`src/vdz_pkg.sv`:
```
`default_nettype none
package vdz_pkg;

  localparam int DEPTH_W     = 32;
  localparam int CFG_INDEX_W = 2;
  localparam int CFG_DATA_W  = 32;

  localparam logic [DEPTH_W-1:0] NEAR_PLANE_RESET = 32'd205;
  localparam logic [DEPTH_W-1:0] FAR_PLANE_RESET  = 32'd409600000;
  localparam logic               REVERSED_Z_RESET   = 1'b1;
  localparam logic               INFINITE_FAR_RESET = 1'b1;

  typedef enum logic [CFG_INDEX_W-1:0] {
    CFG_NEAR_PLANE,
    CFG_FAR_PLANE,
    CFG_REVERSED_Z,
    CFG_INFINITE_FAR
  } cfg_index_t;

  // Control that travels with each request down the divider row.
  typedef struct packed {
    logic valid;
    logic bad;   // rejected input or planes: result 0, invalid 1
    logic sat;   // quotient reaches or passes 1.0
  } vdz_ctl_t;

endpackage
`default_nettype wire

```
`src/vdz_cell.sv`:
```
`default_nettype none
module vdz_cell
  import vdz_pkg::*;
#(
  parameter int FRACTION_BITS = 24
) (
  input  wire logic                     clk,
  input  wire logic                     rst,
  input  wire logic                     en,
  input  wire vdz_ctl_t                 ctl_in,
  input  wire logic [DEPTH_W-1:0]       rem_in,
  input  wire logic [DEPTH_W-1:0]       den_in,
  input  wire logic [FRACTION_BITS-1:0] q_in,
  output vdz_ctl_t                      ctl_out,
  output logic      [DEPTH_W-1:0]       rem_out,
  output logic      [DEPTH_W-1:0]       den_out,
  output logic      [FRACTION_BITS-1:0] q_out
);

  // One restoring step: the remainder stays below the divisor.
  logic [DEPTH_W:0]   shifted;
  logic [DEPTH_W:0]   diff;
  logic               ge;
  logic [DEPTH_W-1:0] rem_next;

  always_comb begin
    shifted  = {rem_in, 1'b0};
    diff     = shifted - {1'b0, den_in};
    ge       = shifted >= {1'b0, den_in};
    rem_next = ge ? diff[DEPTH_W-1:0] : shifted[DEPTH_W-1:0];
  end

  always_ff @(posedge clk) begin
    if (rst) begin
      ctl_out.valid <= 1'b0;
    end else if (en) begin
      ctl_out.valid <= ctl_in.valid;
    end
  end

  always_ff @(posedge clk) begin
    if (en) begin
      ctl_out.bad <= ctl_in.bad;
      ctl_out.sat <= ctl_in.sat;
      rem_out     <= rem_next;
      den_out     <= den_in;
      q_out       <= {q_in[FRACTION_BITS-2:0], ge};
    end
  end

endmodule
`default_nettype wire

```
`config.mk`:
```
export PLATFORM = sky130hd
export DESIGN_NAME = vdz_cell
export DESIGN_NICKNAME = d
export VERILOG_FILES = /design/src/vdz_pkg.sv /design/src/vdz_cell.sv
export SDC_FILE = /design/constraint.sdc
export NUM_CORES = 1
export LEC_CHECK = 0
export BUFFER_PORTS_ARGS = -buffer_cell sky130_fd_sc_hd__buf_4
export CAP_MARGIN = 20
export CORE_ASPECT_RATIO = 1.1
export CORE_MARGIN = 2
export CORE_UTILIZATION = 50
export CTS_CLUSTER_SIZE = 30
export DETAILED_ROUTE_END_ITERATION = 7
export PLACE_DENSITY = 0.8
export SLEW_MARGIN = 25
export SYNTH_ARGS = -nofsm -noshare
export SYNTH_HDL_FRONTEND = slang
export SYNTH_SLANG_ARGS = --single-unit
```
`constraint.sdc`:
```
create_clock -name clk -period 3.9 [get_ports clk]
set_input_delay 0.78 -clock clk [delete_from_list [all_inputs] [get_ports clk]]
set_output_delay 0.78 -clock clk [all_outputs]
set_load 0.02 [all_outputs]
```
After elaboration in Yosys (flattened, before gate mapping)

Cells that the tools add are included.

Register bits after elaboration: 91
Bits of input ports: 94
Output and inout port bits: 91
Word-level logic and storage cells: 10

$add $sub $neg: 1
Order comparisons: 1
Multiplexer cells: 1

Operators by type and width:

| operator         | count |
|---|---|
| $ge A33 B32 Y1   | 1 |
| $mux W32         | 1 |
| $sub A32 B32 Y32 | 1 |

Logic depth before layout (Yosys ltp)

Gate-level depths: netlist (run 1).

Word-level depth: 2
Depth in mapped cells: 13
Mapped depth without buffers: 10

Least setup slack after synthesis (run 1)

No wires, ideal clock.

Path type: input port to flip-flop
Start point: in den_in[5]
End point: reg rem_out[10], data pin
Setup time: 0.255 ns
Arrival time: 2.774 ns
Data required time: 3.645 ns
Slack: 0.871 ns
Cell stages on the path: 11
Path buffers: 2
Cells stage by stage: inv_1 -> ha_1 -> and2_1 -> a221o_1 -> o311ai_2 -> a31o_2 -> o2111a_1 -> a21o_1 -> buf_6 -> buf_6 -> o21ai_2

Word-level cells in the longest chain between the ends: 2
Elaborated cells between the ends (all ways): 3
Those cells by class: add/sub (1); order compare (1); mux (1)

Ends and longest elaborated chain:

| element                                                   | line                           | source |
|---|---|---|
| from (decl)                                               | vdz_cell.sv:12                 | `input wire logic [DEPTH_W-1:0] den_in,` |
| $sub A32 B32 Y32 / $ge A33 B32 Y1 (equally long branches) | vdz_cell.sv:28, vdz_cell.sv:29 |  |
| $mux W32 *                                                | vdz_cell.sv:30                 | `rem_next = ge ? diff[DEPTH_W-1:0] : shifted[DEPTH_W-1:0];` |
| net rem_next[10]                                          | vdz_cell.sv:24                 | `logic [DEPTH_W-1:0] rem_next;` |
| to (signal assigned)                                      | vdz_cell.sv:45                 | `rem_out <= rem_next;` |
| to (decl)                                                 | vdz_cell.sv:15                 | `output logic [DEPTH_W-1:0] rem_out,` |

Mark *: on every way through the listed nets, which the timed path passes. The rest lies on a longest branch.
A chain may end at the register's enable or synchronous reset.

Final worst setup path (run 1)

Start point: in rem_in[4]
End point: reg rem_out[20], data pin

Word-level cells in the longest chain between the ends: 2
Elaborated cells between the ends (all ways): 3
Those cells by class: add/sub (1); order compare (1); mux (1)

Ends and longest elaborated chain:

| element                                                   | line                           | source |
|---|---|---|
| from (decl)                                               | vdz_cell.sv:11                 | `input wire logic [DEPTH_W-1:0] rem_in,` |
| $sub A32 B32 Y32 / $ge A33 B32 Y1 (equally long branches) | vdz_cell.sv:28, vdz_cell.sv:29 |  |
| $mux W32 *                                                | vdz_cell.sv:30                 |  |
| net rem_next[20]                                          | vdz_cell.sv:24                 |  |

Marks and branches as above.

==> metrics.cfg, run 1 <==
[outcome]
status=finished, final reports clean

[die]
start_util_pct=51.7
die_w_um=101
die_h_um=110
core_mm2=0.00994
io_pins=185
dieArea_mm2=0.0111
fp-row-count=38

[flow_run]
cap_violations=0

[min_path]
hold_class=reg2reg
hold_start=ctl_out[2]
hold_path_depth=2
min_to=ctl_out[2]

[final_layout]
most-common-layout-cells=buf_4 (183), edfxtp_1 (90), nand2_1 (49), inv_1 (41), ha_1 (32)
syn2layout_area_growth_pct=32.7
final_common_cell=buf_4
num_antenna_cells=0
final_cells=756
layout-drive-gt1-share_pct=37.4
nets=759

[placement]
routabilityCongestion=0.861
portBuffers=183
place_inst=741
hpwl_um=9170

[clock_network]
cts_buffer_depth=2
cts.sinks=91
clk_latency_ns=0.36
root_buffer=clkbuf_8
postCtsHoldBufs=0
cts_tree=yes
post_cts_buffers=0
cts_resized=0
numCtsBuffers=9
htreeDepth=3
cts.clk_slew.worst_paths_ns=0.09

[critical_path]
end_kind=register
arrival_ns=3.32
reg2regPathDepth=2
rr_endpoint=ctl_out[2]
crit_type=in2reg
crit_fanout=28
r2r_start=ctl_out[2]
cp-start-kind=primary input
r2r_setup_slack_ns=3.32
crit_required_ns=4.02

[global_route]
grt-ovfl-total=0
gr-max-usage-layer=met2
grt_max_degree=48
use_met3_pct=3.91
grt_util_met2_pct=37.3
grt_use_total_pct=21.4
grt_use_met1_pct=25.7
grt_pass1_vias=4046
antenna_found_initial=0
grt_pass1_wl_um=18600

[pwr]
ir_drop_v=0.000187
leakage_nw=3.07
finalPower_mw=2.74
power.density_mw_per_mm2=402

[synth]
netlist_area_mm2=0.00514
yosys.area.top_type=edfxtp_1
syn_area_per_cell_um2=11.4
synthCells=449
syn-num-nets=576
async_flop_share_pct=0
yosysWarningCount=0
synthDistinctLibCells=51
synth_top_area_share_pct=52.6
ys_seq_area_share_pct=53.0
synth_seq_cells=91
synth.area.top_cells=edfxtp_1 (53%), ha_1 (7.8%), o21ai_2 (5.1%)
synth_ff_type=edfxtp_1
synth_edf_count=90

[detailed_routing]
routedWlPerCell_um=15.6
vias=4107
vias_per_cell=5.43
ant_nets=0
drc=0
drt-initial-drc-count=142
drt-pass1-iter-count=4
wl_um=11800

[sta]
hold_viol=0
fin_crit_ns=3.20
clock.fmax_mhz=313
fin_crit_sh_pct=82.0
fin_worst_skew_ns=0
worstMarginPinSlew_ns=0.584
slew_headroom_pct=61.1
setup_viol=0
rsz0062_at_grt=false
final_max_slew_viol_count=0
fin_tns_setup_ns=0

logic make-up after synthesis:
family / synth area share (%)
fa+ha+maj: 8.19
compound gates: 18.1
simple gates: 10.5
xor+xnor: 4.77
mux: 0.390
flops: 53.0
buf+inv: 5.12
Yosys cell counts, types with 2 or more instances:
| library cell | count |
|---|---|
| a21o_1 | 16 |
| buf_6 | 6 |
| o21a_1 | 4 |
| clkbuf_1 | 7 |
| o31ai_1 | 3 |
| mux2i_1 | 2 |
| or3_1 | 2 |
| nand2_1 | 49 |
| xnor2_1 | 12 |
| and3_1 | 3 |
| a221o_1 | 3 |
| o31a_1 | 2 |
| a21oi_1 | 27 |
| nand2b_1 | 4 |
| o211a_1 | 2 |
| o21bai_1 | 5 |
| nand3b_1 | 4 |
| ha_1 | 32 |
| a31oi_1 | 2 |
| nor2b_1 | 3 |
| nor3_1 | 4 |
| edfxtp_1 | 90 |
| nand4_1 | 8 |
| o21ai_2 | 30 |
| inv_1 | 41 |
| nand3_1 | 10 |
| xor2_1 | 16 |
| and2_1 | 3 |
| o211ai_1 | 4 |
| or2_2 | 2 |
| nor2_1 | 19 |
| a211oi_1 | 4 |
| o21ai_0 | 12 |
final cells by class:
class | instances | area [µm²]
well taps | 120 | 150
flip-flops and latches | 91 | 2720
multi-input cells | 303 | 2150
inverters | 41 | 154
repair buffers | 186 | 1440
clock inverters | 6 | 73.8
fillers | 787 | 3120
clock buffers | 9 | 124
per-layer routing:
layer / wire length [µm] / vias up
li1: - / 2018
met1: 4830 / 1906
met2: 5910 / 160
met3: 748 / 23
met4: 278 / 0
met5: 0 / -
sequential cells by signal, indices dropped and copies added, names as in the netlist:
name / count
den_out: 32
ctl_out: 3
rem_out: 32
q_out: 24
worst max-delay path, stage by stage:
cell	delay [ns]
buf_4	0.11
ha_1	0.35
and2_1	0.19
a221o_1	0.39
o311ai_2	0.39
a31o_2	0.23
o2111a_1	0.20
a21o_2	0.33
buf_12	0.25
o21ai_2	0.08
power by group:
| part | internal (mW) | switching [mW] |
|---|---|---|
| clock | 0.300 | 0.358 |
| sequential | 1.21 | 0.0290 |
| combinational | 0.372 | 0.477 |
| total | 1.88 | 0.864 |
how the worst max path moves through the flow:
stage                    from          end  slack, ns  cells past startpoint
finish              rem_in[4]  rem_out[20]       0.70                     10
global route        den_in[5]  rem_out[20]       0.54                     11
CTS                 rem_in[4]  rem_out[20]       0.72                     10
detailed placement  rem_in[4]  rem_out[23]       0.34                     10
global placement    den_in[5]  rem_out[11]       0.38                     11
floorplan           den_in[5]  rem_out[10]       0.87                     11
stage by stage:
| step | utilization [%] | hold slack [ns] | instance area, µm² | setup WS [ns] |
|---|---|---|---|---|
| final | 68.6 | 0.507 | 6820 | 0.701 |
| after global routing | 68.6 | 0.543 | 6820 | 0.540 |
| after CTS | 68.6 | 0.521 | 6820 | 0.716 |
| after detailed placement | 66.6 | 0.496 | 6620 | 0.343 |
| after global placement | 66.3 | 0.474 | 6590 | 0.379 |
| after floorplan | - | 0.579 | 5140 | 0.871 |
Power figures use the tool's default switching activity.
==> inputs of run 2 (changes only) <==
==> constraint.sdc (replaced) <==
create_clock -name clk -period 3 [get_ports clk]
set_input_delay 0.6 -clock clk [delete_from_list [all_inputs] [get_ports clk]]
set_output_delay 0.6 -clock clk [all_outputs]
set_load 0.02 [all_outputs]
==> run 2 against run 1 <==
Compared with the run above:
- sequential power rose by 30%
- largest cell class unchanged
- combinational power rose by 39%
- cell count is 5.8% higher
- global-route usage is 0.88 points higher
- cell area increased by 5.0%
- highest routed layer unchanged
==> metrics.cfg, run 2 (same netlist as run 1, synthesis figures left out) <==
[outcome]
status=finished, final reports clean

[die]
die_h_um=110  ; unchanged
fp-row-count=38  ; unchanged
core_mm2=0.00994  ; unchanged
dieArea_mm2=0.0111  ; unchanged
die_w_um=101  ; unchanged
start_util_pct=51.7  ; unchanged
io_pins=185  ; unchanged

[sta]
clock.fmax_mhz=359
slew_headroom_pct=63.3  ; +2.2 points
worstMarginPinSlew_ns=0.551  ; -0.0327 ns
fin_worst_skew_ns=0  ; unchanged
hold_viol=0  ; unchanged
fin_crit_ns=2.78
setup_viol=0  ; unchanged
fin_crit_sh_pct=92.8
rsz0062_at_grt=false
layout_setup_ws_ns=0.217  ; -0.484 ns
final_max_slew_viol_count=0  ; unchanged
fin_tns_setup_ns=0  ; unchanged

[detailed_routing]
ant_nets=0  ; unchanged
routedWlPerCell_um=15.5  ; -0.52%
vias_per_cell=5.26  ; -3.2%
vias=4206  ; +2.4%
drt-initial-drc-count=174  ; +23%
drc=0  ; unchanged
drt-pass1-iter-count=5  ; +1
wl_um=12400  ; +5.3%

[final_layout]
nets=802  ; +5.7%
final_common_cell=buf_4
layout-drive-gt1-share_pct=41.3  ; +3.9 points
most-common-layout-cells=buf_4 (226), edfxtp_1 (90), nand2_1 (49), inv_1 (41), ha_1 (32)
top_regs=den_out: 32 flops, rem_out: 32 flops, q_out: 24 flops
num_antenna_cells=0  ; unchanged
syn2layout_area_growth_pct=39.3
final_cells=800  ; +5.8%
utilization_pct=72.0  ; +3.4 points

[pwr]
combPwrFrac_pct=31.6  ; +0.7 points
leakage_nw=3.28  ; +7.0%
intPower_mw=2.58  ; +38%
p_sw_share_pct=30.6  ; -0.90 points
finalPower_mw=3.72  ; +36%
clkPwrFrac_pct=25.2  ; +1.2 points
switchingPower_mw=1.14  ; +32%
p_seq_share_pct=43.2  ; -1.9 points
power.density_mw_per_mm2=520  ; +29%
ir_drop_v=0.000246  ; +32%

[clock_network]
numCtsBuffers=9  ; unchanged
cts.sinks=91  ; unchanged
post_cts_buffers=0  ; unchanged
clk_latency_ns=0.37  ; about the same
root_buffer=clkbuf_8
cts_resized=0  ; unchanged
cts_buffer_depth=2  ; unchanged
cts.clk_slew.worst_paths_ns=0.10  ; about the same
postCtsHoldBufs=0  ; unchanged
htreeDepth=3  ; unchanged
cts_tree=yes

[placement]
dp_slack_ns=-0.119  ; -0.462 ns
place_inst=784  ; +5.8%
hpwl_um=9730  ; +6.1%
routabilityCongestion=0.874  ; +1.5%
portBuffers=183  ; unchanged

[critical_path]
crit_type=in2reg
arrival_ns=2.91  ; -0.41 ns
r2r_start=ctl_out[2]
critPathMostFrequentCell=a221o_1
end_kind=register
crit_required_ns=3.13  ; -0.89 ns
cp-start-kind=primary input
rr_endpoint=ctl_out[2]
crit_fanout=5  ; -82%
r2r_setup_slack_ns=2.41  ; -0.91 ns
crit_slowest_cell=ha_1
path_cells=buf_4 > ha_1 > a21oi_1 > nand2_1 > a221o_1 > a221o_1 > a32o_1 > o21ai_1 > xor2_1 > o21ai_2
cp_slowest_stage_delay_ns=0.37  ; -0.02 ns
reg2regPathDepth=2  ; unchanged

[global_route]
grt_pass1_vias=4141  ; +2.3%
grt_use_total_pct=22.3  ; +0.88 points
grt_pass1_wl_um=19400  ; +4.1%
antenna_found_initial=0  ; unchanged
grt_max_degree=53  ; +10%
grt-ovfl-total=0  ; unchanged

[flow_run]
cap_violations=0  ; unchanged

[min_path]
hold_class=in2reg
hold_path_depth=2  ; unchanged
hold_start=rst
min_to=ctl_out[2]

[run 2: critical path, delay by kind of cell]
kind	cells	cell delay, ns
AND/OR/NAND/NOR	1	0.10
AO/OA/AOI/OAI	6	1.50
XOR/XNOR	1	0.23
adder cells (fa/ha/maj)	1	0.37
buffers and inverters	1	0.11
[run 2: power by group through the flow]
stage	clock network (mW)	logic [mW]	registers [mW]
final	0.939	1.18	1.61
after global routing	0.994	1.27	1.62
after CTS	0.960	1.18	1.61
after detailed placement	0	1.18	1.64
after global placement	0	1.15	1.63
after floorplan	0	0.499	1.82
[run 2: layer usage]
metal  GRT usage, %  share of wire, %  vias up
met5              0                 0        -
li1               -                 -     2100
met3           3.34               6.1       16
met4           8.61               1.8        0
met1           27.4                41     1934
met2           39.6                52      156
[run 2: worst max path at each step]
stage | startpoint | endpoint | slack, ns | cells after the start
after global routing | rem_in[15] | rem_out[20] | 0.08 | 10
after detailed placement | rem_in[15] | rem_out[20] | -0.12 | 10
after floorplan | den_in[5] | rem_out[10] | 0.15 | 11
after CTS | rem_in[15] | rem_out[30] | 0.22 | 10
final | rem_in[15] | rem_out[30] | 0.22 | 10
after global placement | rem_in[15] | rem_out[20] | -0.11 | 10
[run 2: final cells by class]
class / instances / area [µm²]
fillers: 711 / 2780
flip-flops and latches: 91 / 2720
multi-input cells: 303 / 2150
repair buffers: 229 / 1760
inverters: 41 / 154
well taps: 120 / 150
clock buffers: 9 / 124
clock inverters: 7 / 97.6
[run 2: per-stage QoR]
step | hold WS, ns | cell area [µm²]
finish | 0.370 | 7160
global route | 0.360 | 7160
CTS | 0.356 | 7160
detailed placement | 0.503 | 6940
global placement | 0.476 | 6940
floorplan | 0.579 | 5140
==> inputs of run 3 (changes only) <==
--- a/config.mk
+++ b/config.mk
@@ -9,10 +9,11 @@
 export CAP_MARGIN = 20
 export CORE_ASPECT_RATIO = 1.1
 export CORE_MARGIN = 2
-export CORE_UTILIZATION = 50
+export CORE_UTILIZATION = 45
 export CTS_CLUSTER_SIZE = 30
 export DETAILED_ROUTE_END_ITERATION = 7
-export PLACE_DENSITY = 0.8
+export GPL_TIMING_DRIVEN = 0
+export PLACE_DENSITY = 0.74
 export SLEW_MARGIN = 25
 export SYNTH_ARGS = -nofsm -noshare
 export SYNTH_HDL_FRONTEND = slang
==> run 3 against run 2 <==
Compared with the run above:
- clock power up 31%
- global-route usage down 1.7 points
- critical path depth unchanged
- total power up 7.0%
- critical endpoint is now rem_out[31]
- highest routed layer unchanged
- first-iteration DRC count down 19%
==> metrics.cfg, run 3 (same netlist as run 1, synthesis figures left out) <==
[flow_run]
cap_violations=0  ; unchanged

[pwr]
p_sw_share_pct=29.6  ; -0.96 points
intPower_mw=2.80  ; +8.5%
ir_drop_v=0.000268  ; +9.1%
clkPwrFrac_pct=31.0  ; +5.8 points
p_seq_share_pct=40.3  ; -2.9 points
switchingPower_mw=1.18  ; +3.7%
finalPower_mw=3.99  ; +7.0%
combPwrFrac_pct=28.7  ; -2.9 points
leakage_nw=3.18  ; -3.3%
power.density_mw_per_mm2=563  ; +8.3%

[detailed_routing]
drt-initial-drc-count=141  ; -19%
vias_per_cell=5.18  ; -1.5%
routedWlPerCell_um=16.0  ; +3.7%
drt-pass1-iter-count=4  ; -1
ant_nets=0  ; unchanged
vias=4116  ; -2.1%
drc=0  ; unchanged
wl_um=12800  ; +3.0%

[clock_network]
cts.sinks=91  ; unchanged
cts_tree=yes
root_buffer=clkbuf_16
numCtsBuffers=9  ; unchanged
postCtsHoldBufs=0  ; unchanged
cts_resized=0  ; unchanged
cts_buffer_depth=2  ; unchanged
post_cts_buffers=0  ; unchanged
cts.clk_slew.worst_paths_ns=0.07  ; -0.03 ns
clk_latency_ns=0.34  ; -0.03 ns
htreeDepth=3  ; unchanged

[sta]
hold_viol=0  ; unchanged
fin_tns_setup_ns=0  ; unchanged
fin_worst_skew_ns=0  ; unchanged
fin_crit_ns=2.89  ; +0.112 ns
fin_crit_sh_pct=96.5  ; +3.7 points
setup_viol=0  ; unchanged
slew_headroom_pct=66.6  ; +3.3 points
holdWs_ns=0.400  ; +0.0301 ns
worstMarginPinSlew_ns=0.501  ; -0.0498 ns
final_max_slew_viol_count=0  ; unchanged
clock.fmax_mhz=345  ; -3.9%

[final_layout]
final_common_cell=buf_4
top_regs=den_out: 32 flops, rem_out: 32 flops, q_out: 24 flops
utilization_pct=64.3  ; -7.8 points
syn2layout_area_growth_pct=37.8
layout-drive-gt1-share_pct=38.0  ; -3.4 points
fillers=928  ; +31%
final_area_mm2=0.00708  ; -1.1%
num_antenna_cells=0  ; unchanged
nets=771  ; -3.9%
most-common-layout-cells=buf_4 (183), edfxtp_1 (90), nand2_1 (49), inv_1 (41), ha_1 (32)

[critical_path]
cp-startpoint=rem_in[4]
r2r_setup_slack_ns=2.41  ; about the same
crit_end=rem_out[31]
arrival_ns=3.06  ; +0.15 ns
cp-start-kind=primary input
reg2regPathDepth=2  ; unchanged
crit_type=in2reg
crit_required_ns=3.16  ; +0.03 ns
crit_fanout=5  ; unchanged
r2r_start=ctl_out[2]
end_kind=register
rr_endpoint=ctl_out[2]

[die]
start_util_pct=46.6  ; -5.0 points
core_mm2=0.0110  ; +11%
die_w_um=106  ; +5.2%
die_h_um=116  ; +5.2%
io_pins=185  ; unchanged
fp-row-count=40  ; +5.3%
dieArea_mm2=0.0123  ; +11%

[global_route]
antenna_found_initial=0  ; unchanged
grt_use_total_pct=20.6  ; -1.7 points
grt-ovfl-total=0  ; unchanged
grt_max_degree=43  ; -19%
grt_pass1_vias=4009  ; -3.2%
grt_pass1_wl_um=19700  ; +1.7%

[placement]
hpwl_um=9930  ; +2.1%
portBuffers=183  ; unchanged
routabilityCongestion=0.878  ; +0.49%
place_area_mm2=0.00673  ; -2.9%

[outcome]
status=finished, final reports clean

[min_path]
hold_class=in2reg

==> run 3: area by class of cell <==
class,count,area (µm²),share of cell area [%]
clock buffer,9,225,3.18
tap,147,184,2.60
sequential,91,2720,38.5
multi-input combinational,303,2180,30.8
clock inverter,6,95.1,1.34
timing repair buffer,185,1410,20.0
buffer,13,105,1.49
inverter,41,154,2.18
==> run 3: how the worst min path moves through the flow <==
| stage | from | endpoint | cells after the start |
|---|---|---|---|
| after floorplan | ctl_out[2] | ctl_out[2] | 2 |
| after global routing | rst | ctl_out[2] | 2 |
| after CTS | rst | ctl_out[2] | 2 |
| final | rst | ctl_out[2] | 2 |
| after detailed placement | ctl_out[2] | ctl_out[2] | 2 |
| after global placement | ctl_out[2] | ctl_out[2] | 2 |
==> run 3: power groups by stage <==
stage	sequential [mW]	combinational, mW	clock (mW)
finish	1.61	1.15	1.23
global route	1.62	1.24	1.29
CTS	1.61	1.15	1.25
detailed placement	1.64	1.14	0
global placement	1.63	1.12	0
floorplan	1.82	0.499	0
==> run 3: metrics by stage <==
| step | instances | setup WS, ns |
|---|---|---|
| finish | 795 | 0.105 |
| global route | 795 | -0.00201 |
| CTS | 796 | 0.109 |
| detailed placement | 781 | -0.239 |
| global placement | 779 | -0.261 |
| floorplan | 449 | 0.151 |
==> run 3: routing by layer <==
| metal | share of wire (%) | track usage (%) | up-vias | wire length, µm |
|---|---|---|---|---|
| met4 | 1.2 | 6.58 | 0 | 153 |
| li1 | - | - | 2039 | - |
| met3 | 5.4 | 3.21 | 11 | 692 |
| met2 | 52 | 36.9 | 143 | 6610 |
| met5 | 0 | 0 | - | 0 |
| met1 | 42 | 25.6 | 1923 | 5300 |
==> run 3: worst max-delay path: stages <==
cell	delay (ns)
buf_4	0.11
ha_1	0.36
and2_1	0.21
a221o_1	0.41
o31a_1	0.30
o21ai_2	0.20
a31oi_1	0.20
o211a_1	0.29
o21a_1	0.17
o31ai_1	0.21
