<file path="config.mk">
export PLATFORM = sky130hd
export DESIGN_NAME = vdz_prep
export DESIGN_NICKNAME = d
export VERILOG_FILES = /design/src/vdz_pkg.sv /design/src/vdz_prep.sv
export SDC_FILE = /design/constraint.sdc
export NUM_CORES = 1
export LEC_CHECK = 0
export BUFFER_PORTS_ARGS = -buffer_cell sky130_fd_sc_hd__buf_2
export CORE_MARGIN = 2
export CORE_UTILIZATION = 35
export DETAILED_ROUTE_END_ITERATION = 12
export PLACE_DENSITY = 0.61
export SYNTH_ARGS = -nofsm -noshare
export SYNTH_HDL_FRONTEND = slang
export SYNTH_SLANG_ARGS = --single-unit
</file>
<file path="constraint.sdc">
create_clock -name clk -period 6.3 [get_ports clk]
set_clock_uncertainty 0.15 [all_clocks]
set_input_delay 1.26 -clock clk [delete_from_list [all_inputs] [get_ports clk]]
set_output_delay 1.26 -clock clk [all_outputs]
set_load 0.03 [all_outputs]
</file>
<file path="src/vdz_pkg.sv">
`default_nettype none
package vdz_pkg;

  localparam int DEPTH_W     = 32;
  localparam int CFG_INDEX_W = 2;
  localparam int CFG_DATA_W  = 32;

  localparam logic [DEPTH_W-1:0] NEAR_PLANE_RESET = 32'd205;
  localparam logic [DEPTH_W-1:0] FAR_PLANE_RESET  = 32'd409600000;
  localparam logic               REVERSED_Z_RESET   = 1'b1;
  localparam logic               INFINITE_FAR_RESET = 1'b1;

  typedef enum logic [CFG_INDEX_W-1:0] {
    CFG_NEAR_PLANE,
    CFG_FAR_PLANE,
    CFG_REVERSED_Z,
    CFG_INFINITE_FAR
  } cfg_index_t;

  // Control that travels with each request down the divider row.
  typedef struct packed {
    logic valid;
    logic bad;   // rejected input or planes: result 0, invalid 1
    logic sat;   // quotient reaches or passes 1.0
  } vdz_ctl_t;

endpackage
`default_nettype wire

</file>
<file path="src/vdz_prep.sv">
`default_nettype none
module vdz_prep
  import vdz_pkg::*;
(
  input  wire logic               clk,
  input  wire logic               rst,
  input  wire logic               en,
  input  wire logic               take,
  input  wire logic [DEPTH_W-1:0] view_depth,
  input  wire logic [DEPTH_W-1:0] near_plane,
  input  wire logic [DEPTH_W-1:0] far_plane,
  input  wire logic               reversed_z,
  input  wire logic               infinite_far,
  output vdz_ctl_t                ctl_out,
  output logic      [DEPTH_W-1:0] num_out,
  output logic      [DEPTH_W-1:0] den_out
);

  // Stage 1: reject checks and clamp to the near plane.
  logic               s1_valid;
  logic               s1_bad;
  logic [DEPTH_W-1:0] s1_zc;
  logic               s1_bad_next;
  logic [DEPTH_W-1:0] s1_zc_next;

  always_comb begin
    s1_bad_next = view_depth[DEPTH_W-1] || (view_depth == '0) || (near_plane == '0) ||
                  (!(reversed_z && infinite_far) && (far_plane <= near_plane));
    s1_zc_next  = (view_depth < near_plane) ? near_plane : view_depth;
  end

  always_ff @(posedge clk) begin
    if (rst) begin
      s1_valid <= 1'b0;
    end else if (en) begin
      s1_valid <= take;
    end
  end

  always_ff @(posedge clk) begin
    if (en) begin
      s1_bad <= s1_bad_next;
      s1_zc  <= s1_zc_next;
    end
  end

  // Stage 2: pick numerator and denominator for the mode.
  logic               zero;
  logic [DEPTH_W-1:0] num;
  logic [DEPTH_W-1:0] den;
  logic               sat;
  vdz_ctl_t           ctl_next;
  logic [DEPTH_W-1:0] num_next;
  logic [DEPTH_W-1:0] den_next;

  always_comb begin
    zero = reversed_z && !infinite_far && (s1_zc >= far_plane);
    if (reversed_z && infinite_far) begin
      num = near_plane;
      den = s1_zc;
    end else if (reversed_z) begin
      num = far_plane - s1_zc;
      den = far_plane - near_plane;
    end else begin
      num = s1_zc - near_plane;
      den = far_plane - near_plane;
    end
    sat = !zero && (num >= den);
    ctl_next.valid = s1_valid;
    ctl_next.bad   = s1_bad;
    ctl_next.sat   = sat && !s1_bad;
    // Force a zero quotient with a safe divisor where the row's answer is not used.
    if (s1_bad || zero || sat) begin
      num_next = '0;
      den_next = DEPTH_W'(1);
    end else begin
      num_next = num;
      den_next = den;
    end
  end

  always_ff @(posedge clk) begin
    if (rst) begin
      ctl_out.valid <= 1'b0;
    end else if (en) begin
      ctl_out.valid <= ctl_next.valid;
    end
  end

  always_ff @(posedge clk) begin
    if (en) begin
      ctl_out.bad <= ctl_next.bad;
      ctl_out.sat <= ctl_next.sat;
      num_out     <= num_next;
      den_out     <= den_next;
    end
  end

endmodule
`default_nettype wire

</file>
Word level (Yosys, flattened, before mapping)
Cells that the tools add are included.
{ "totals": {"ff_bits": 101, "inputBits": 102, "out_inout_bits": 67} }
{ "op_classes": {"n_lt_le_gt_ge": 4, "n_mux": 4, "add_sub_neg": 3, "reduce_logical": 17} }
{ "ops": {"columns": ["operator", "n"], "rows": [
  ["2-to-1 mux 32 bit", 4],
  ["subtractor 32 bit", 3],
  [">= comparator 32 bit", 2],
  ["logical NOT 32 bit", 2],
  ["less-or-equal comparator 32 bit", 1],
  ["less-than comparator 32 bit", 1],
  ["logical AND 1 bit", 6],
  ["logical OR 1 bit", 5],
  ["logical NOT 1 bit", 4]
]} }

Logic depth before layout (Yosys ltp)
Gate-level depths: netlist (run 1).
{ "logic_depth": {"word_depth": 6, "depth_mapped": 24, "ltp_nobuf": 22} }

Least setup slack after synthesis (run 1)
No wires, ideal clock.
{ "synth_path": {"kind": "in2reg", "startpoint": "input near_plane[2]", "endpoint": "register num_out[27] (data pin)", "t_arrival_ns": 5.540, "path_slack_ns": 0.443, "t_required_ns": 5.983, "stages": 21, "cell_sequence": "inv_1 > ha_1 > nor2b_1 > o31a_1 > o41a_1 > a31o_2 > a31o_2 > a31oi_1 > o21ai_1 > mux2i_1 > o221a_1 > ha_1 > nand3_1 > nor2_1 > a221oi_1 > o21ai_0 > a211o_1 > or3_1 > clkbuf_1 > buf_1 > a211oi_1"} }
{ "synth_via": {"elab_chain_cells": 6, "elab_cells_between_ends": 8} }
{ "synth_lines": {"columns": ["item", "line_no", "text"], "rows": [
  ["from (decl)", "vdz_prep.sv:10", "input wire logic [DEPTH_W-1:0] near_plane,"],
  ["subtractor 32 bit", "vdz_prep.sv:65", "num = s1_zc - near_plane;"],
  ["2-to-1 mux 32 bit", "vdz_prep.sv:61", "end else if (reversed_z) begin"],
  ["2-to-1 mux 32 bit", "vdz_prep.sv:58", "if (reversed_z && infinite_far) begin"],
  ["via num[22]", "vdz_prep.sv:49", "logic [DEPTH_W-1:0] num;"],
  [">= comparator 32 bit", "vdz_prep.sv:68", "sat = !zero && (num >= den);"],
  ["logical AND 1 bit", "vdz_prep.sv:68", null],
  ["logical OR 1 bit", "vdz_prep.sv:73", "if (s1_bad || zero || sat) begin"],
  ["to (signal assigned)", "vdz_prep.sv:94", "num_out <= num_next;"],
  ["to (decl)", "vdz_prep.sv:15", "output logic [DEPTH_W-1:0] num_out,"]
]} }
The timed path passes the listed nets, and every way through them passes these cells.
A chain may end at the register's enable or synchronous reset.

Final worst setup path (run 1)
{ "layout_path": {"startpoint": "input near_plane[8]", "endpoint": "register num_out[12] (data pin)"} }
{ "layout_via": {"elab_chain_cells": 6, "elab_cells_between_ends": 8} }
{ "layout_lines": {"columns": ["item", "line_no"], "rows": [
  ["subtractor 32 bit", "vdz_prep.sv:65"],
  ["2-to-1 mux 32 bit", "vdz_prep.sv:61"],
  ["2-to-1 mux 32 bit", "vdz_prep.sv:58"],
  [">= comparator 32 bit", "vdz_prep.sv:68"],
  ["logical AND 1 bit", "vdz_prep.sv:68"],
  ["logical OR 1 bit", "vdz_prep.sv:73"]
]} }
Several ways; a longest one is shown, not always the timed one.

==> impl_summary.log, run 1 <==
[metrics] CP max-delay cell: sky130_fd_sc_hd__a2111oi_1
[metrics] Die Area: 34200 um^2
[metrics] crit path time final: 6.06 ns
[metrics] sum of routed wire length over all layers: 42700 um
[metrics] CP Cell Sequence: buf_2 > inv_1 > ha_1 > a21oi_1 > nor2_1 > a2111oi_1 > o21ai_1 > a31oi_1 > o21bai_1 > mux2i_1 > a2111oi_0 > buf_4 > ha_1 > a21oi_1 > o21ai_0 > a221oi_1 > o21ai_0 > a211o_1 > or3_4 > buf_4 > a211oi_1
[metrics] final period utilization: 96.2%
[metrics] synthesized-area fraction occupied by adder cells: 17.8%
[metrics] xor/xnor cell area share of the yosys netlist: 5.97%
[metrics] fraction of the mapped netlist area in simple logic gates: 17.7%
[metrics] cell area reported after detailed placement: 13400 um^2
[metrics] highest clock frequency the design can meet: 165 MHz
[metrics] number of nets in the layout: 1853
[metrics] average instance area after synthesis: 8.41 um^2
[metrics] first-pass GRT wire length: 64200 um
[metrics] Synthesized Nets: 1624
[metrics] crit start category: input port
[metrics] count of max-cap constraint violations: 0
[metrics] starting utilization of the core area: 35.3%
[metrics] peak supply drop: 141 uV
[metrics] setup tns final: 0 ns
[metrics] number of global-route vias before repair: 10900
[metrics] sequential fraction of the synthesis area: 26.3%
[metrics] synth cell count leaders: sky130_fd_sc_hd__ha_1 (158), sky130_fd_sc_hd__a21oi_1 (122), sky130_fd_sc_hd__nand2_1 (115), sky130_fd_sc_hd__nor2_1 (112), sky130_fd_sc_hd__edfxtp_1 (99)
[metrics] non-filler cells, final: 2038
[metrics] via count: 11400
[metrics] Max clock buf depth: 2
[metrics] # DRC: 0
[metrics] area share of the largest cell type after synthesis: 26.0%
[metrics] insertion delay of the later-clocked pin in the worst-skew pair: 0.38 ns
[metrics] Clk Tree Root Cell: sky130_fd_sc_hd__clkbuf_16
[metrics] TritonCTS clock tree: built
[metrics] library cell occupying the most area in the post-synthesis netlist: sky130_fd_sc_hd__edfxtp_1
[metrics] Slowest Stage Delay on Critical Path: 0.53 ns
[metrics] Data required, critical path: 6.33 ns
[metrics] largest family of logic cells by synthesized area: compound AO/OA/AOI/OAI gates
[metrics] leading register cell type out of synthesis: sky130_fd_sc_hd__edfxtp_1
[metrics] top area cells in the synthesized netlist: sky130_fd_sc_hd__edfxtp_1 (26%), sky130_fd_sc_hd__ha_1 (17%), sky130_fd_sc_hd__a21oi_1 (5.3%), sky130_fd_sc_hd__o21ai_0 (4.2%), sky130_fd_sc_hd__xnor2_1 (3.9%)
[metrics] largest net degree at the start of global routing: 59
[metrics] Horiz. Die Dim: 185 um
[metrics] synthesized netlist cell count: 1361
[metrics] routed via count divided by cell count: 5.58
[metrics] number of max-slew violations in the final report: 0
[metrics] number of enable flip-flop cells after synthesis: 99
[metrics] critical path type: in -> reg
[metrics] Final ANT Viol Nets: 0
[metrics] power density over the cells: 240 nW/um^2
[metrics] fraction of final layout cells with drive strength greater than 1: 20.8%
[metrics] HPWL reported at the end of detailed placement: 35700 um
[metrics] initial antenna violation count: 1
[metrics] GRT Residual Overflow: 0
[metrics] weighted congestion reported at the end of routability-driven placement: 0.993
[metrics] number of hold buffers added after cts: 0
[metrics] setup repair after global routing missed its margin: no
[metrics] clock slew at reported path FFs: 0.09 ns
[metrics] Critical Path AT: 6.09 ns
[metrics] result of the run: finished, final reports clean
[metrics] Area growth, synth to finish: 20.2%
[metrics] cell count after placement: 2020
[metrics] Num CTS Buffers: 9
[metrics] number of buffer and inverter stages on the critical path: 4
[metrics] post-synthesis mux area share: 5.23%
[metrics] share of the synthesized area in compound gates (AO/OA/AOI/OAI): 22.2%
[metrics] highest fanout seen on the critical path: 23
[metrics] async set-reset flop share out of synthesis: 0%
[metrics] LEAKAGE: 0.00643 uW
[metrics] clock tree sinks: 101
[metrics] overall fraction of global-route tracks in use: 24.9%
[metrics] number of distinct library cell variants in the gate-level netlist after synthesis: 72
[metrics] worst-case hold slack: 0.354 ns
[metrics] # rows: 66
[metrics] Largest delay share family, worst path: compound AO/OA/AOI/OAI gates
[metrics] synthesis-stage register bit count: 101
[metrics] Worst Max-Slew Pin Slew: 0.835 ns
[metrics] type of the worst min-delay path: reg -> reg
[metrics] worst relative slew slack: 44.3%
[metrics] Hold Vio Cnt, Final: 0
[metrics] Final setup viols: 0
[metrics] ports placed on the boundary: 169
[metrics] drt pass-1 iters: 5
[metrics] CTS H-Tree Depth: 3
[metrics] warning count from the yosys run: 0
[metrics] kind of capture point of the worst setup path: register
[metrics] Initial DRC Count: 1091
[metrics] die height: 185 um
[metrics] number of port buffers: 168
[metrics] wire per inst: 21.0 um
[metrics] combined area of all synthesized cells: 11400 um^2
[metrics] core footprint: 32400 um^2
[metrics] count leader, synth: sky130_fd_sc_hd__ha_1
[metrics] total non-filler cell area in the finished layout: 13800 um^2
worst reg2reg max path: stages (launching register included):
cell and delay [ns]:
sky130_fd_sc_hd__edfxtp_1 0.48, sky130_fd_sc_hd__inv_1 0.16, sky130_fd_sc_hd__ha_1 0.26, sky130_fd_sc_hd__nand2b_1 0.10
sky130_fd_sc_hd__a211oi_1 0.08, sky130_fd_sc_hd__buf_4 0.15, sky130_fd_sc_hd__o211ai_1 0.28, sky130_fd_sc_hd__nand3b_1 0.17
sky130_fd_sc_hd__a2111oi_0 0.45, sky130_fd_sc_hd__buf_4 0.21, sky130_fd_sc_hd__nor3_1 0.06, sky130_fd_sc_hd__o32ai_1 0.40
sky130_fd_sc_hd__nor2_1 0.08, sky130_fd_sc_hd__ha_1 0.33, sky130_fd_sc_hd__a21o_1 0.19, sky130_fd_sc_hd__a21o_1 0.17
sky130_fd_sc_hd__a221oi_1 0.21, sky130_fd_sc_hd__o21ai_0 0.16, sky130_fd_sc_hd__a211o_1 0.33, sky130_fd_sc_hd__or3_4 0.43
sky130_fd_sc_hd__buf_4 0.23, sky130_fd_sc_hd__a211oi_1 0.22
sequential cells by signal, indices dropped and copies added (netlist names):
name / cells
den_out: 32
s1_bad: 1
s1_zc: 32
s1_valid: 1
ctl_out: 3
num_out: 32
metal layers:
layer	global-route usage, %	part of all wire (%)	up-vias
met5	0	0	-
met4	6.54	2.4	0
met3	3.74	8.6	64
met2	37.5	42	536
met1	37.0	47	5298
li1	-	-	5474
path summary, 6_finish.rpt:
path / startpoint / to / slack [ns] / cells past startpoint
min reg2reg: s1_valid$_SDFFE_PP0P_ / s1_valid$_SDFFE_PP0P_ / 0.35 / 2
min: s1_valid$_SDFFE_PP0P_ / s1_valid$_SDFFE_PP0P_ / 0.35 / 2
max: near_plane[8] / num_out[12]$_SDFFCE_PP0P_ / 0.24 / 21
max reg2reg: s1_zc[1]$_DFFE_PP_ / num_out[12]$_SDFFCE_PP0P_ / 0.78 / 21
per-stage QoR:
| stage | setup slack [ns] | total power, uW | util (%) |
|---|---|---|---|
| after floorplan | 0.443 | 2010 | - |
| after global placement | -0.104 | 2600 | 41.4 |
| after detailed placement | -0.206 | 2620 | 41.4 |
| after CTS | 0.161 | 3270 | 42.4 |
| after global routing | 0.0121 | 3510 | 42.5 |
| final | 0.238 | 3300 | 42.5 |
cell usage in the layout, fill, tap and decap left out, types with 5 or more instances in the layout:
| cell type | instances |
|---|---|
| sky130_fd_sc_hd__buf_2 | 167 |
| sky130_fd_sc_hd__ha_1 | 158 |
| sky130_fd_sc_hd__a21oi_1 | 122 |
| sky130_fd_sc_hd__nand2_1 | 115 |
| sky130_fd_sc_hd__nor2_1 | 112 |
| sky130_fd_sc_hd__edfxtp_1 | 99 |
| sky130_fd_sc_hd__buf_4 | 99 |
| sky130_fd_sc_hd__o21ai_0 | 96 |
| sky130_fd_sc_hd__inv_1 | 94 |
| sky130_fd_sc_hd__xnor2_1 | 51 |
| sky130_fd_sc_hd__a21o_1 | 48 |
| sky130_fd_sc_hd__mux2_2 | 33 |
| sky130_fd_sc_hd__and2_1 | 30 |
| sky130_fd_sc_hd__xor2_1 | 27 |
| sky130_fd_sc_hd__nor3_1 | 26 |
| sky130_fd_sc_hd__nand4_1 | 24 |
| sky130_fd_sc_hd__nand3_1 | 23 |
| sky130_fd_sc_hd__mux2i_1 | 20 |
| sky130_fd_sc_hd__nand2b_1 | 19 |
| sky130_fd_sc_hd__nor4_1 | 19 |
| sky130_fd_sc_hd__nor2b_1 | 17 |
| sky130_fd_sc_hd__a31oi_1 | 17 |
| sky130_fd_sc_hd__and3_1 | 15 |
| sky130_fd_sc_hd__o21bai_1 | 13 |
| sky130_fd_sc_hd__o211ai_1 | 11 |
| sky130_fd_sc_hd__a211oi_1 | 10 |
| sky130_fd_sc_hd__o21a_1 | 9 |
| sky130_fd_sc_hd__clkbuf_16 | 9 |
| sky130_fd_sc_hd__o21ai_1 | 7 |
| sky130_fd_sc_hd__o211a_1 | 5 |
| sky130_fd_sc_hd__a31o_2 | 5 |
| sky130_fd_sc_hd__a221oi_1 | 5 |
where the power goes:
| group | internal (uW) | leakage [uW] | switching [uW] | total (uW) |
|---|---|---|---|---|
| Clock | 354 | 0.000159 | 293 | 647 |
| Sequential | 852 | 0.00103 | 46.3 | 898 |
| Combinational | 696 | 0.00524 | 1060 | 1760 |
| Total | 1900 | 0.00643 | 1400 | 3300 |
layout make-up:
class,count,area [um^2]
multi-input cells,1116,7910
clock inverters,6,93.8
fillers,3329,18600
inverters,95,357
clock buffers,10,229
repair buffers,267,1600
flip-flops and latches,101,3010
well taps,442,553
diodes,1,2.50
cell families (layout without fill, tap and decap cells):
| family | after synthesis | after routing |
|---|---|---|
| and+or+nand+nor | 420 | 420 |
| AOI/OAI and AO/OA | 402 | 402 |
| adders and majority gates | 161 | 161 |
| buffers and inverters | 144 | 378 |
| DFF | 101 | 101 |
| xor gates and xnor gates | 78 | 78 |
| muxes | 55 | 55 |
| other | 0 | 1 |
repair_timing:
item | in CTS | in global routing
setup buffers | 0 | 1
endpoints found under the setup margin | 0 | 32
resized for setup | 0 | 4
No activity file was read; power rests on OpenSTA's default activity.
==> run 2: changes to the inputs <==
--- a/config.mk
+++ b/config.mk
@@ -6,6 +6,7 @@
 export NUM_CORES = 1
 export LEC_CHECK = 0
 export BUFFER_PORTS_ARGS = -buffer_cell sky130_fd_sc_hd__buf_2
+export CORE_ASPECT_RATIO = 1.5
 export CORE_MARGIN = 2
 export CORE_UTILIZATION = 35
 export DETAILED_ROUTE_END_ITERATION = 12
==> run 2 against run 1 <==
Global-route usage rose by 3.0 points. Critical path depth rose by 2. Sequential power rose by 1%. Routed wire length rose by 12%. Die area barely moved. Via count rose by 6.0%. Count of clock-buffer cells in the layout fell by 1. Register-to-register slack got worse by 0.15 ns. Worst setup slack got worse by 0.097 ns. First-iteration DRC count fell by 19%. Utilization rose by 3.9 points. Non-clock buffer count rose by 160. Largest power group unchanged.
==> impl_summary.log, run 2 (synthesis gave the netlist of run 1 again) <==
[metrics] worst r2r dst: num_out[18]$_SDFFCE_PP0P_
[metrics] starting utilization of the core area: 35.3%
[metrics] number of port buffers: 168
[metrics] initial antenna violation count: 2
[metrics] Final ANT Viol Nets: 0
[metrics] number of hold buffers added after cts: 0
[metrics] highest clock frequency the design can meet: 162 MHz
[metrics] Max clock buf depth: 2
[metrics] fraction of final layout cells with drive strength greater than 1: 29.2%
[metrics] setup tns final: 0 ns
[metrics] clock slew at reported path FFs: 0.09 ns
[metrics] source of the worst hold timing path: ctl_out[2]$_SDFFE_PP0P_
[metrics] number of nets in the layout: 2013
[metrics] result of the run: finished, final reports clean
[metrics] Clk Tree Root Cell: sky130_fd_sc_hd__clkbuf_16
[metrics] CP max-delay cell: sky130_fd_sc_hd__o311ai_1
[metrics] Worst Hold Depth: 2
[metrics] clock tree sinks: 101
[metrics] drt pass-1 iters: 5
[metrics] sum of routed wire length over all layers: 47900 um
[metrics] Die Area: 34200 um^2
[metrics] reg2reg path depth: 23
[metrics] Data required, critical path: 6.37 ns
[metrics] via count: 12100
[metrics] type of the worst min-delay path: reg -> reg
[metrics] # rows: 81
[metrics] critical path type: in -> reg
[metrics] insertion delay of the later-clocked pin in the worst-skew pair: 0.38 ns
[metrics] cell area reported after detailed placement: 14600 um^2
[metrics] worst reg-to-reg setup slack: 0.63 ns
[metrics] # DRC: 0
[metrics] Initial DRC Count: 881
[metrics] registers with the most flip-flops: den_out (32), num_out (32), s1_zc (32)
[metrics] die height: 225 um
[metrics] power consumption: 3580 uW
[metrics] LEAKAGE: 0.00723 uW
[metrics] Hold Vio Cnt, Final: 0
[metrics] count of max-cap constraint violations: 0
[metrics] weighted congestion reported at the end of routability-driven placement: 1.05
[metrics] ports placed on the boundary: 169
[metrics] wire per inst: 22.1 um
[metrics] number of max-slew violations in the final report: 0
[metrics] Horiz. Die Dim: 152 um
[metrics] Final setup viols: 0
[metrics] worst relative slew slack: 47.4%
[metrics] HPWL reported at the end of detailed placement: 40300 um
[metrics] TritonCTS clock tree: built
[metrics] Num CTS Buffers: 9
[metrics] Critical Path Most Common Cell: sky130_fd_sc_hd__buf_4
[metrics] number of global-route vias before repair: 12000
[metrics] Slowest Stage Delay on Critical Path: 0.55 ns
[metrics] peak supply drop: 118 uV
[metrics] routed via count divided by cell count: 5.55
[metrics] kind of capture point of the worst setup path: register
[metrics] total non-filler cell area in the finished layout: 15000 um^2
[metrics] most used cells in the layout excluding fill and tap cells: sky130_fd_sc_hd__buf_4 (258), sky130_fd_sc_hd__buf_2 (167), sky130_fd_sc_hd__ha_1 (158), sky130_fd_sc_hd__a21oi_1 (114), sky130_fd_sc_hd__nand2_1 (114)
[metrics] power density over the cells: 238 nW/um^2
[metrics] Reg-to-Reg Start: s1_zc[0]$_DFFE_PP_
[metrics] CTS H-Tree Depth: 3
[metrics] first-pass GRT wire length: 70100 um
[metrics] most common cell after layout, fill and taps aside: sky130_fd_sc_hd__buf_4
[metrics] final period utilization: 97.7%
[metrics] Area growth, synth to finish: 31.5%
[metrics] GRT Residual Overflow: 0
[metrics] overall fraction of global-route tracks in use: 27.9%
[metrics] CP Cell Sequence: buf_2 > ha_1 > fa_1 > nor2b_1 > o31a_1 > o41a_1 > a31o_2 > buf_4 > a41o_1 > a221oi_4 > o311ai_1 > mux2_4 > a31oi_1 > ha_1 > o211ai_1 > nand2_1 > a21oi_1 > nor2b_1 > a211o_1 > or3_1 > buf_4 > buf_4 > a21oi_1
[metrics] Critical Path AT: 6.23 ns
[metrics] highest fanout seen on the critical path: 6
[metrics] Worst Max-Slew Pin Slew: 0.780 ns
[metrics] Crit. Startpoint: near_plane[0]
[metrics] crit start category: input port
[metrics] core footprint: 32400 um^2
[metrics] largest net degree at the start of global routing: 60
[metrics] crit path time final: 6.16 ns
[metrics] Worst Hold Endpoint: ctl_out[2]$_SDFFE_PP0P_
run 2: cell count changes in the layout (fill, tap and decap cells not counted), moves of 4 or more:
cell	previous run	this run
sky130_fd_sc_hd__a21oi_2	0	8
sky130_fd_sc_hd__a21oi_1	122	114
sky130_fd_sc_hd__o21ai_0	96	92
sky130_fd_sc_hd__buf_4	99	258
run 2: worst max-delay path, delay by kind of cell:
family                     cells  cell delay (ns)
AOI/OAI and AO/OA             11             2.29
adders and majority gates      3             0.94
buffers and inverters          4             0.62
and+or+nand+nor                4             0.76
muxes                          1             0.35
run 2: timing repair:
action / in CTS / in global routing
setup buffers: 0 / 1
endpoints found under the setup margin: 64 / 49
resized for setup: 5 / 26
pin swaps: 0 / 5
run 2: how the worst max path moves through the flow:
stage	to	slack (ns)	cells after the start
after floorplan	num_out[27]$_SDFFCE_PP0P_	0.44	21
after global placement	num_out[27]$_SDFFCE_PP0P_	-0.77	23
after detailed placement	num_out[27]$_SDFFCE_PP0P_	-0.72	23
after CTS	num_out[27]$_SDFFCE_PP0P_	0.01	22
after global routing	num_out[18]$_SDFFCE_PP0P_	-0.01	25
final	num_out[18]$_SDFFCE_PP0P_	0.14	23
run 2: routing by layer:
metal	vias up	share of wire (%)	global-route usage (%)	wire (um)
li1	5807	-	-	-
met1	5659	37	30.8	17800
met2	447	52	51.5	25000
met3	138	4.6	3.02	2210
met4	0	6.1	14.8	2920
met5	-	0	0	0
run 2: power by group:
group | internal, uW | switching [uW]
Combinational | 876 | 1180
Clock | 295 | 329
Sequential | 852 | 56.7
Total | 2020 | 1560
run 2: area by class of cell:
| class | instances | area [um^2] |
|---|---|---|
| tap | 415 | 519 |
| clock inverter | 7 | 98.8 |
| multi-input combinational | 1116 | 8020 |
| fill | 3337 | 17400 |
| inverter | 95 | 357 |
| antenna | 1 | 2.50 |
| timing repair buffer | 427 | 2800 |
| sequential | 101 | 3010 |
| clock buffer | 9 | 225 |
run 2: stage by stage:
stage	setup slack [ns]	hold WS, ns	cells	util, %
6_report	0.142	0.349	2171	46.4
5_1_grt	-0.0134	0.418	2170	46.4
3_3_place_gp	-0.768	0.321	2153	44.9
2_1_floorplan	0.443	0.278	1361	-
3_5_place_dp	-0.715	0.334	2153	44.9
4_1_cts	0.0129	0.355	2169	46.0
==> run 3: changes to the inputs <==
==> constraint.sdc (replaced) <==
create_clock -name clk -period 7.3 [get_ports clk]
set_clock_uncertainty 0.15 [all_clocks]
set_input_delay 1.46 -clock clk [delete_from_list [all_inputs] [get_ports clk]]
set_output_delay 1.46 -clock clk [all_outputs]
set_load 0.03 [all_outputs]
==> run 3 against run 2 <==
Sequential cell count stayed put. Register-to-register slack improved by 0.41 ns. First-iteration DRC count shrank 11%. Critical path type unchanged. Die area unchanged.
==> impl_summary.log, run 3 (synthesis gave the netlist of run 1 again) <==
[metrics] Critical Path AT: 6.99 ns
[metrics] largest net degree at the start of global routing: 57
[metrics] initial antenna violation count: 1
[metrics] CTS H-Tree Depth: 3
[metrics] # DRC: 0
[metrics] post-layout worst setup margin: 0.371 ns
[metrics] worst relative slew slack: 18.9%
[metrics] crit path time final: 6.93 ns
[metrics] wire per inst: 23.6 um
[metrics] Hold Vio Cnt, Final: 0
[metrics] count of max-cap constraint violations: 0
[metrics] routed via count divided by cell count: 5.79
[metrics] number of gates given a new drive strength after cts: 0
[metrics] TritonCTS clock tree: built
[metrics] most used cells in the layout excluding fill and tap cells: sky130_fd_sc_hd__buf_2 (167), sky130_fd_sc_hd__ha_1 (158), sky130_fd_sc_hd__a21oi_1 (122), sky130_fd_sc_hd__nand2_1 (114), sky130_fd_sc_hd__nor2_1 (112)
[metrics] core footprint: 32400 um^2
[metrics] number of setup buffers added after CTS: 0
[metrics] clock slew at reported path FFs: 0.08 ns
[metrics] clock tree sinks: 101
[metrics] die height: 225 um
[metrics] fraction of final layout cells with drive strength greater than 1: 17.2%
[metrics] Clk Tree Root Cell: sky130_fd_sc_hd__clkbuf_16
[metrics] most common cell after layout, fill and taps aside: sky130_fd_sc_hd__buf_2
[metrics] final period utilization: 94.9%
[metrics] GRT Residual Overflow: 0
[metrics] Num CTS Buffers: 9
[metrics] result of the run: finished, final reports clean
[metrics] number of antenna repair diodes: 0
[metrics] crit start category: input port
[metrics] Placement Setup Slack: 0.102 ns
[metrics] number of nets in the layout: 1785
[metrics] overall fraction of global-route tracks in use: 26.7%
[metrics] type of the worst min-delay path: reg -> reg
[metrics] Max clock buf depth: 2
[metrics] first-pass GRT wire length: 67100 um
[metrics] Final ANT Viol Nets: 0
[metrics] Die Area: 34200 um^2
[metrics] Worst Max-Slew Pin Slew: 1.19 ns
[metrics] insertion delay of the later-clocked pin in the worst-skew pair: 0.38 ns
[metrics] critical path type: in -> reg
[metrics] number of port buffers: 168
[metrics] HPWL reported at the end of detailed placement: 38600 um
[metrics] setup repair after global routing missed its margin: no
[metrics] LEAKAGE: 0.00609 uW
[metrics] Initial DRC Count: 783
[metrics] number of hold buffers added after cts: 0
[metrics] drt pass-1 iters: 5
[metrics] power density over the cells: 211 nW/um^2
[metrics] Horiz. Die Dim: 152 um
[metrics] Area growth, synth to finish: 15.1%
[metrics] via count: 11200
[metrics] sum of routed wire length over all layers: 45800 um
[metrics] highest fanout seen on the critical path: 7
[metrics] starting utilization of the core area: 35.3%
[metrics] ports placed on the boundary: 169
[metrics] Final setup viols: 0
[metrics] Data required, critical path: 7.36 ns
[metrics] setup tns final: 0 ns
[metrics] registers with the most flip-flops: den_out (32), num_out (32), s1_zc (32)
[metrics] weighted congestion reported at the end of routability-driven placement: 1.01
[metrics] peak supply drop: 104 uV
[metrics] kind of capture point of the worst setup path: register
[metrics] # rows: 81
[metrics] number of max-slew violations in the final report: 0
[metrics] highest clock frequency the design can meet: 144 MHz
[metrics] worst reg-to-reg setup slack: 1.04 ns
[metrics] number of global-route vias before repair: 11300
-- run 3: changes by cell type in the layout (fill, tap and decap cells not counted), sizes merged --
cell / change
clkinv: +2
buf: -228
inv: -2
diode: -1
-- run 3: final cells by class --
class,count,area (um^2)
Fill cell,3401,19300
Timing Repair Buffer,199,1090
Clock inverter,7,75.1
Tap cell,415,519
Inverter,95,357
Clock buffer,9,225
Sequential cell,101,3010
Multi-Input combinational cell,1116,7900
-- run 3: layer usage --
layer	part of all wire [%]	wire length [um]	GRT usage, %	up-vias
met4	7.0	3220	17.1	0
met3	5.0	2270	2.79	144
met5	0	0	0	-
li1	-	-	-	5344
met1	38	17200	30.1	5297
met2	50	23000	47.4	453
-- run 3: through the flow --
step	cells	instance area, um^2	hold slack, ns	total power, uW	util, %
final	1942	13200	0.352	2780	40.6
after global routing	1942	13200	0.386	2940	40.6
after CTS	1942	13200	0.358	2770	40.6
after detailed placement	1926	12900	0.339	2260	39.7
after floorplan	1361	11400	0.278	1740	-
after global placement	1926	12900	0.320	2250	39.7
-- run 3: critical path, cell delays in order --
cell and delay, ns:
sky130_fd_sc_hd__buf_2 0.12, sky130_fd_sc_hd__ha_1 0.35, sky130_fd_sc_hd__a21o_1 0.23, sky130_fd_sc_hd__nand2b_1 0.17, sky130_fd_sc_hd__o211ai_1 0.27, sky130_fd_sc_hd__nand3b_1 0.16
sky130_fd_sc_hd__a2111oi_0 1.02, sky130_fd_sc_hd__nor3_1 0.12, sky130_fd_sc_hd__o32ai_1 0.44, sky130_fd_sc_hd__nor2_1 0.12, sky130_fd_sc_hd__ha_1 0.33, sky130_fd_sc_hd__a21o_1 0.19
sky130_fd_sc_hd__a21o_1 0.18, sky130_fd_sc_hd__a221oi_1 0.39, sky130_fd_sc_hd__o21ai_0 0.17, sky130_fd_sc_hd__a211o_1 0.33, sky130_fd_sc_hd__or3_1 0.43, sky130_fd_sc_hd__buf_4 0.19
sky130_fd_sc_hd__buf_4 0.16, sky130_fd_sc_hd__nor3_1 0.16
-- run 3: path summary, 6_finish.rpt --
check / startpoint / to / depth (start not counted)
worst max-delay path: far_plane[4] / num_out[21]$_SDFFCE_PP0P_ / 20
worst max register to register: s1_zc[1]$_DFFE_PP_ / num_out[21]$_SDFFCE_PP0P_ / 20
worst min register to register: ctl_out[2]$_SDFFE_PP0P_ / ctl_out[2]$_SDFFE_PP0P_ / 2
worst min-delay path: ctl_out[2]$_SDFFE_PP0P_ / ctl_out[2]$_SDFFE_PP0P_ / 2
-- run 3: report_power, final --
group	switching, uW	total [uW]	leakage [uW]	internal (uW)
sequential	45.2	780	0.00103	735
combinational	935	1490	0.00491	550
clock	271	514	0.000148	243
